<file path="src/sv/pdms_pkg.sv">
`default_nettype none

package pdms_pkg;

	// Grid geometry; the cell size and the grid sides are powers of two.
	localparam int GRID_COLS  = 64;
	localparam int GRID_ROWS  = 64;
	localparam int CELL_SHIFT = 4;
	localparam int CELL_SIZE  = 1 << CELL_SHIFT;
	localparam int CELL_HALF  = CELL_SIZE / 2;
	localparam int COUNT_BITS = 8;

	localparam int COL_W   = $clog2(GRID_COLS);
	localparam int ROW_W   = $clog2(GRID_ROWS);
	localparam int ADDR_W  = COL_W + ROW_W;
	localparam int DEPTH   = GRID_COLS * GRID_ROWS;
	localparam int POS_W   = 13;
	localparam int OFS_W   = 10;
	localparam int THR_W   = 8;
	localparam int PIX_W   = POS_W + 1;
	localparam int COORD_W = 11;
	localparam int CFG_IDX_W = 2;

	localparam logic [COUNT_BITS-1:0] COUNT_MAX = '1;

	typedef enum logic [1:0] {
		CMD_ADD   = 2'd0,
		CMD_EVAL  = 2'd1,
		CMD_CLEAR = 2'd2,
		CMD_NONE  = 2'd3
	} command_t;

	typedef enum logic [CFG_IDX_W-1:0] {
		REG_ORIGIN_X  = 2'd0,
		REG_ORIGIN_Y  = 2'd1,
		REG_THRESHOLD = 2'd2,
		REG_UNUSED    = 2'd3
	} cfg_reg_t;

	typedef enum logic [1:0] {
		EDGE_TOP    = 2'd0,
		EDGE_RIGHT  = 2'd1,
		EDGE_BOTTOM = 2'd2,
		EDGE_LEFT   = 2'd3
	} edge_t;

	typedef struct packed {
		edge_t a;
		edge_t b;
	} seg_ends_t;

	// Controller to datapath.
	typedef struct packed {
		logic       load;
		logic       add_rd;
		logic       add_wr;
		logic       corner_rd;
		logic [1:0] corner_sel;
		logic       clr_wr;
		logic       out_load;
		logic       seg_sel;
		logic       last;
	} pdms_cmd_t;

	// Datapath to controller.
	typedef struct packed {
		logic       add_ok;
		logic       ev_ok;
		logic       clr_last;
		logic [1:0] nseg;
	} pdms_sts_t;

	function automatic logic [1:0] seg_count(input logic [3:0] cc);
		logic [1:0] n;
		case (cc)
			4'd0, 4'd15: n = 2'd0;
			4'd5, 4'd10: n = 2'd2;
			default:     n = 2'd1;
		endcase
		return n;
	endfunction

	function automatic seg_ends_t seg_pair(input logic [3:0] cc, input logic sel);
		seg_ends_t s;
		case (cc)
			4'd1:    s = '{EDGE_LEFT, EDGE_BOTTOM};
			4'd2:    s = '{EDGE_BOTTOM, EDGE_RIGHT};
			4'd3:    s = '{EDGE_LEFT, EDGE_RIGHT};
			4'd4:    s = '{EDGE_TOP, EDGE_RIGHT};
			4'd5:    s = sel ? seg_ends_t'{EDGE_BOTTOM, EDGE_RIGHT}
			                 : seg_ends_t'{EDGE_LEFT, EDGE_TOP};
			4'd6:    s = '{EDGE_TOP, EDGE_BOTTOM};
			4'd7:    s = '{EDGE_LEFT, EDGE_TOP};
			4'd8:    s = '{EDGE_LEFT, EDGE_TOP};
			4'd9:    s = '{EDGE_TOP, EDGE_BOTTOM};
			4'd10:   s = sel ? seg_ends_t'{EDGE_LEFT, EDGE_BOTTOM}
			                 : seg_ends_t'{EDGE_TOP, EDGE_RIGHT};
			4'd11:   s = '{EDGE_TOP, EDGE_RIGHT};
			4'd12:   s = '{EDGE_LEFT, EDGE_RIGHT};
			4'd13:   s = '{EDGE_BOTTOM, EDGE_RIGHT};
			4'd14:   s = '{EDGE_LEFT, EDGE_BOTTOM};
			default: s = '{EDGE_TOP, EDGE_TOP};
		endcase
		return s;
	endfunction

endpackage

`default_nettype wire

</file>
<file path="src/sv/pdms_ctrl.sv">
`default_nettype none

module pdms_ctrl import pdms_pkg::*; (
	input  wire logic       clk,
	input  wire logic       arst_n,
	input  wire logic       in_valid,
	output logic            in_ready,
	input  wire logic [1:0] command,
	output logic            out_valid,
	input  wire logic       out_ready,
	input  wire pdms_sts_t  sts,
	output pdms_cmd_t       cmd
);

	typedef enum logic [2:0] {
		ST_IDLE,
		ST_ADD_RD,
		ST_ADD_WR,
		ST_CLEAR,
		ST_EV_RD,
		ST_EV_WAIT,
		ST_EV_CASE,
		ST_SEG
	} state_t;

	state_t     state_q;
	logic [1:0] cnt_q;
	logic       seg_q;
	logic       out_valid_q;
	logic       accept, slot_free;

	assign accept    = in_valid && (state_q == ST_IDLE);
	assign slot_free = !out_valid_q || out_ready;
	assign in_ready  = (state_q == ST_IDLE);
	assign out_valid = out_valid_q;

	always_comb begin
		cmd            = '0;
		cmd.load       = accept;
		cmd.add_rd     = (state_q == ST_ADD_RD);
		cmd.add_wr     = (state_q == ST_ADD_WR);
		cmd.clr_wr     = (state_q == ST_CLEAR);
		cmd.corner_rd  = (state_q == ST_EV_RD);
		cmd.corner_sel = cnt_q;
		cmd.seg_sel    = seg_q;
		cmd.last       = seg_q || (sts.nseg == 2'd1);
		cmd.out_load   = (state_q == ST_SEG) && slot_free;
	end

	always_ff @(posedge clk or negedge arst_n) begin
		if (!arst_n) begin
			state_q     <= ST_CLEAR;
			cnt_q       <= '0;
			seg_q       <= 1'b0;
			out_valid_q <= 1'b0;
		end else begin
			if (cmd.out_load)
				out_valid_q <= 1'b1;
			else if (out_ready)
				out_valid_q <= 1'b0;

			case (state_q)
				ST_IDLE: begin
					if (accept) begin
						case (command_t'(command))
							CMD_ADD:   if (sts.add_ok) state_q <= ST_ADD_RD;
							CMD_EVAL: begin
								cnt_q <= '0;
								if (sts.ev_ok) state_q <= ST_EV_RD;
							end
							CMD_CLEAR: state_q <= ST_CLEAR;
							default: ;
						endcase
					end
				end
				ST_ADD_RD: state_q <= ST_ADD_WR;
				ST_ADD_WR: state_q <= ST_IDLE;
				ST_CLEAR:  if (sts.clr_last) state_q <= ST_IDLE;
				ST_EV_RD: begin
					cnt_q <= cnt_q + 2'd1;
					if (cnt_q == 2'd3) state_q <= ST_EV_WAIT;
				end
				ST_EV_WAIT: state_q <= ST_EV_CASE;
				ST_EV_CASE: begin
					seg_q <= 1'b0;
					state_q <= (sts.nseg == 2'd0) ? ST_IDLE : ST_SEG;
				end
				ST_SEG: begin
					if (slot_free) begin
						if (cmd.last)
							state_q <= ST_IDLE;
						else
							seg_q <= 1'b1;
					end
				end
				default: state_q <= ST_IDLE;
			endcase
		end
	end

endmodule

`default_nettype wire

</file>
<file path="config.mk">
export PLATFORM = sky130hd
export DESIGN_NAME = pdms_ctrl
export DESIGN_NICKNAME = d
export VERILOG_FILES = /design/src/sv/pdms_pkg.sv /design/src/sv/pdms_ctrl.sv
export SDC_FILE = /design/constraint.sdc
export NUM_CORES = 1
export LEC_CHECK = 0
export ABC_AREA = 1
export BUFFER_PORTS_ARGS = -buffer_cell sky130_fd_sc_hd__buf_2
export CAP_MARGIN = 0
export CORE_AREA = 2 2 39 41
export CTS_BUF_LIST = sky130_fd_sc_hd__clkbuf_4 sky130_fd_sc_hd__clkbuf_8
export DETAILED_ROUTE_END_ITERATION = 10
export DIE_AREA = 0 0 41 43
export GPL_ROUTABILITY_DRIVEN = 0
export PLACE_DENSITY = 0.78
export SLEW_MARGIN = 5
export SYNTH_ARGS = -nofsm -noshare
export SYNTH_HDL_FRONTEND = slang
export SYNTH_SLANG_ARGS = --single-unit
</file>
<file path="constraint.sdc">
create_clock -name clk -period 1.56 [get_ports clk]
set_clock_uncertainty 0.05 [all_clocks]
set_input_delay 0.468 -clock clk [delete_from_list [all_inputs] [get_ports clk]]
set_output_delay 0.468 -clock clk [all_outputs]
set_load 0.01 [all_outputs]
</file>
# Word level (Yosys, flattened, before mapping)
# Index checks and enable logic that the tools add are counted.
# classes
add_sub_neg	1
reduce_logical	14
muxes	18
eq_ne	21
# op_table
cell	n
3-bit two-way mux	8
3-bit one-hot mux with 8 select lines	1
3-bit equality test, second input constant	4
3-bit one-hot mux with 3 select lines	1
2-bit inequality test, second input constant	4
8-bit AND reduction	1
3-bit by 2-bit equality test with 1-bit output, second input constant	2
2-bit by 1-bit inequality test with 1-bit output, second input constant	3
3-bit inequality test, second input constant	2
3-bit AND reduction	2
2-bit nonzero test	3
2-bit by 1-bit equality test with 1-bit output, second input constant	2
2-bit equality test, second input constant	2
2-bit zero test	2
1-bit two-way mux	4
2-bit two-way mux	2
4-bit by 1-bit inequality test with 1-bit output, second input constant	1
2-bit one-hot mux with 2 select lines	1
3-bit by 1-bit equality test with 1-bit output, second input constant	1
3-bit zero test	1
2-bit by 1-bit adder with 2-bit output, second input constant	1
1-bit logical AND	2
1-bit logical OR	2
1-bit one-hot mux with 2 select lines	1
1-bit zero test	1
# totals
out_inout_bits	12
input_bits	11
elab_cells	58
reg_bits	7

# Depth between registers and ports, before layout
# depth
ltp_word	5
depth_mapped	8
ltp_nobuf	8

# Least setup slack after synthesis
# No wires, ideal clock.
# synth_timing
path_kind	flip-flop to output port
startpoint	register state_q[1]
endpoint	output port cmd[2] (netlist bit)
setup_slack_ns	0.131
arrival_time_ns	0.911
stages_incl_launch_ff	3
n_path_buf	0
t_required_ns	1.042
cell_sequence	dfstp_2 > nand3_1 > nor2_1
# synth_lines
element	line_no	source
from (decl)	pdms_ctrl.sv:26	state_t state_q;
from (signal assigned)	pdms_ctrl.sv:86	state_q <= (sts.nseg == 2'd0) ? ST_IDLE : ST_SEG;
to (decl)	pdms_ctrl.sv:12	output pdms_cmd_t cmd

==> summary.md <==
| Metric | Value |
|---|---|
| Status | finished, violations left |
| Failing checks | negative setup slack |
| Final core utilization | 54.9% |
| R2R cell count | 8 |
| Routed Wire Length | 1.25 mm |
| # IOs | 23 |
| Fin crit period | 1710 ps |
| RSZ-0062 raised after global routing | true |
| Yosys top cell by area | dfrtp_1 |
| Warnings, synthesis | 0 |
| Routed len/inst | 9.45 um |
| Final Cycle Share | 109% |
| Starting Density | 38.9% |
| Non-Filler Cell Area, Final | 759 sq um |
| Area delta synth->final | 41.2% |
| Yosys cell types | 16 |
| Ranking of synthesized cells by area | dfrtp_1 23%, nand2_1 22%, inv_1 10% |
| Clk Latency, worst-skew pair | 250 ps |
| Die boundary width | 41 um |
| Leakage | 0.464 nW |
| Final worst slack | -146 ps |
| Overflow after GRT | 0 |
| Syn nets | 98 |
| Final HPWL DP | 1.02 mm |
| Flops & latches, synth | 7 |
| Core Box Area | 1380 sq um |
| Max-cap violations | 0 |
| TritonCTS Buffers | 3 |
| Crit path largest cell delay | 580 ps |
| Port Buf Inserts | 22 |
| Setup slack, reg-to-reg | 190 ps |
| Setup TNS | -887 ps |
| Critical Path AT | 1190 ps |
| Final #Nets | 129 |
| Worst-Margin Slew | 218 ps |
| CP Cell Sequence | nor2_1 > nand2_1 > inv_1 > buf_2 |
| CTS tree | yes |
| Die height | 43 um |
| Type of origin of the critical path | flip-flop |
| Fmax | 586 MHz |
| Worst hold stages | 2 |
| Pin count of the biggest net entering global routing | 12 |
| Hold_sp | cnt_q[1]$_DFFE_PN0P_ |
| Synth Cell Area | 538 sq um |
| Design Power | 1.21 mW |
| GRT Overall Usage | 16.5% |
| Post-DP Area | 681 sq um |
| Final-layout fill cell count | 129 |
| Routed vias/inst | 4.75 |
| DRT antenna net count | 0 |
| Crit path max fanout | 6 |
| Initial DRC Count | 8 |
| Post-Syn Instances | 86 |
| Router iterations before antenna repair | 4 |
| Worst EP required | 1040 ps |
| Total inserted antenna cells | 0 |
| Residual DRC | 0 |
| Initial antenna violation count | 0 |
| # clock sinks | 7 |
| PwrDens | 1590 nW/um^2 |
| Rel. slew slack | 85.4% |
| Vias in the first global route | 542 |
| Synth top area share | 23.3% |
| Final Hold Fails | 0 |
| Max-slew violations | 0 |
| Row Count | 14 |
| Final setup viols | 7 |
| Hold EP | cnt_q[1]$_DFFE_PN0P_ |
| Setup crit end kind | primary output |
| Synth Area per Inst | 6.26 sq um |
| WP buf/inv | 2 |
| Die Outline Area | 1760 sq um |
| H-tree depth | 1 |
| First-pass GRT wire length | 2.01 mm |
| Worst R2R Start | state_q[0]$_DFFE_PN1P_ |
| Slowest-stage cell, CP | dfstp_2 |
| CTS root buf | clkbuf_4 |
| FF-to-FF End | state_q[2]$_DFFE_PN0P_ |
| Worst-path clk slew | 50 ps |
| Share of layout cells above drive strength 1 | 37.1% |
| Clock Tree Buf Depth | 2 |
| CP delay by family, top | flip-flops |
| Max VDD drop | 766 uV |
| Via count | 627 |
| Hold WC Path Type | flip-flop to flip-flop |
| Sequential fraction of the synthesis area | 33.0% |
| Critical path class | flip-flop to primary output |
per-stage QoR:
step	hold slack (ps)	setup slack, ps	cells
3_3_place_gp	253	90.9	124
5_1_grt	467	-225	132
4_1_cts	460	-157	131
6_report	458	-146	132
3_5_place_dp	254	80.0	124
2_1_floorplan	122	131	86
logic make-up after synthesis:
| logic type | after synthesis | synth area share [%] |
|---|---|---|
| DFF | 7 | 33.0 |
| adders and majority gates | 1 | 2.33 |
| AOI/OAI and AO/OA | 5 | 6.05 |
| and+or+nand+nor | 55 | 44.0 |
| buffers and inverters | 18 | 14.7 |
cell type report:
type                            instances  area [sq um]  area share [%]
Clock buffer                            4          30.0            3.95
Inverter                               15          56.3            7.41
Timing Repair Buffer                   29           178            23.4
Tap cell                               16          20.0            2.64
Sequential cell                         7           179            23.6
Multi-Input combinational cell         61           297            39.0
metal layers:
metal / vias up / global-route usage (%) / part of all wire (%)
met5: - / 0 / 0
met4: 0 / 8.00 / 0.40
met3: 2 / 1.57 / 4.2
met2: 16 / 28.1 / 55
met1: 282 / 19.3 / 40
li1: 327 / - / -
report_power, final:
part	internal [mW]	switching, mW	total (mW)
registers	0.266	0.0698	0.336
logic	0.291	0.403	0.694
clock network	0.115	0.0659	0.181
total	0.672	0.538	1.21
what timing repair did:
| item | in CTS | in global routing |
|---|---|---|
| resized for setup | 4 | 3 |
| buffers inserted | 2 | 1 |
| hold buffers | 1 | 0 |
| pin swaps | 2 | 2 |
| hold endpoints to repair | 5 | 0 |
| setup endpoints to repair | 7 | 7 |
cell usage in the layout (no fill, tap or decap), drive strengths merged:
master | synthesis | layout
dfrtp | 5 | 5
nand3 | 10 | 10
clkbuf | 0 | 4
inv | 15 | 15
a21oi | 1 | 1
nand2 | 32 | 32
nand4 | 2 | 2
o21ai | 3 | 3
nor2 | 9 | 9
ha | 1 | 1
buf | 3 | 28
dlygate4sd3 | 0 | 1
nor3 | 2 | 2
a32oi | 1 | 1
dfstp | 2 | 2
cells in the mapped netlist:
| library cell | count |
|---|---|
| ha_1 | 1 |
| nand2_2 | 1 |
| nand2_1 | 31 |
| nor3_1 | 2 |
| nand3_1 | 10 |
| a32oi_1 | 1 |
| a21oi_1 | 1 |
| nand4_1 | 2 |
| nor2_4 | 1 |
| dfstp_2 | 2 |
| o21ai_0 | 2 |
| nor2_1 | 8 |
| inv_1 | 15 |
| buf_4 | 3 |
| o21ai_2 | 1 |
| dfrtp_1 | 5 |
how the worst max path moves through the flow:
stage | start | to | slack (ps) | cells after the start
final | state_q[1]$_DFFE_PN1P_ | cmd[6] | -150 | 4
after detailed placement | out_ready | cmd[2] | 80 | 4
after floorplan | state_q[1]$_DFFE_PN1P_ | cmd[2] | 130 | 2
after global placement | out_ready | cmd[2] | 90 | 4
after global routing | state_q[1]$_DFFE_PN1P_ | cmd[6] | -230 | 4
after CTS | state_q[0]$_DFFE_PN1P_ | cmd[9] | -160 | 4
worst register-to-register path, stage by stage (launching register included):
cell,delay [ps]
dfstp_2,580
nand3_2,110
buf_4,160
inv_1,60
nand2_1,50
nand2_1,70
nor2_1,70
nand3_1,70
nand2_1,50
flip-flops by register name, summed over array words and instances (netlist names):
name and cells:
seg_q 1, out_valid 1, state_q 3, cnt_q 2
No activity file was read; power rests on OpenSTA's default activity.
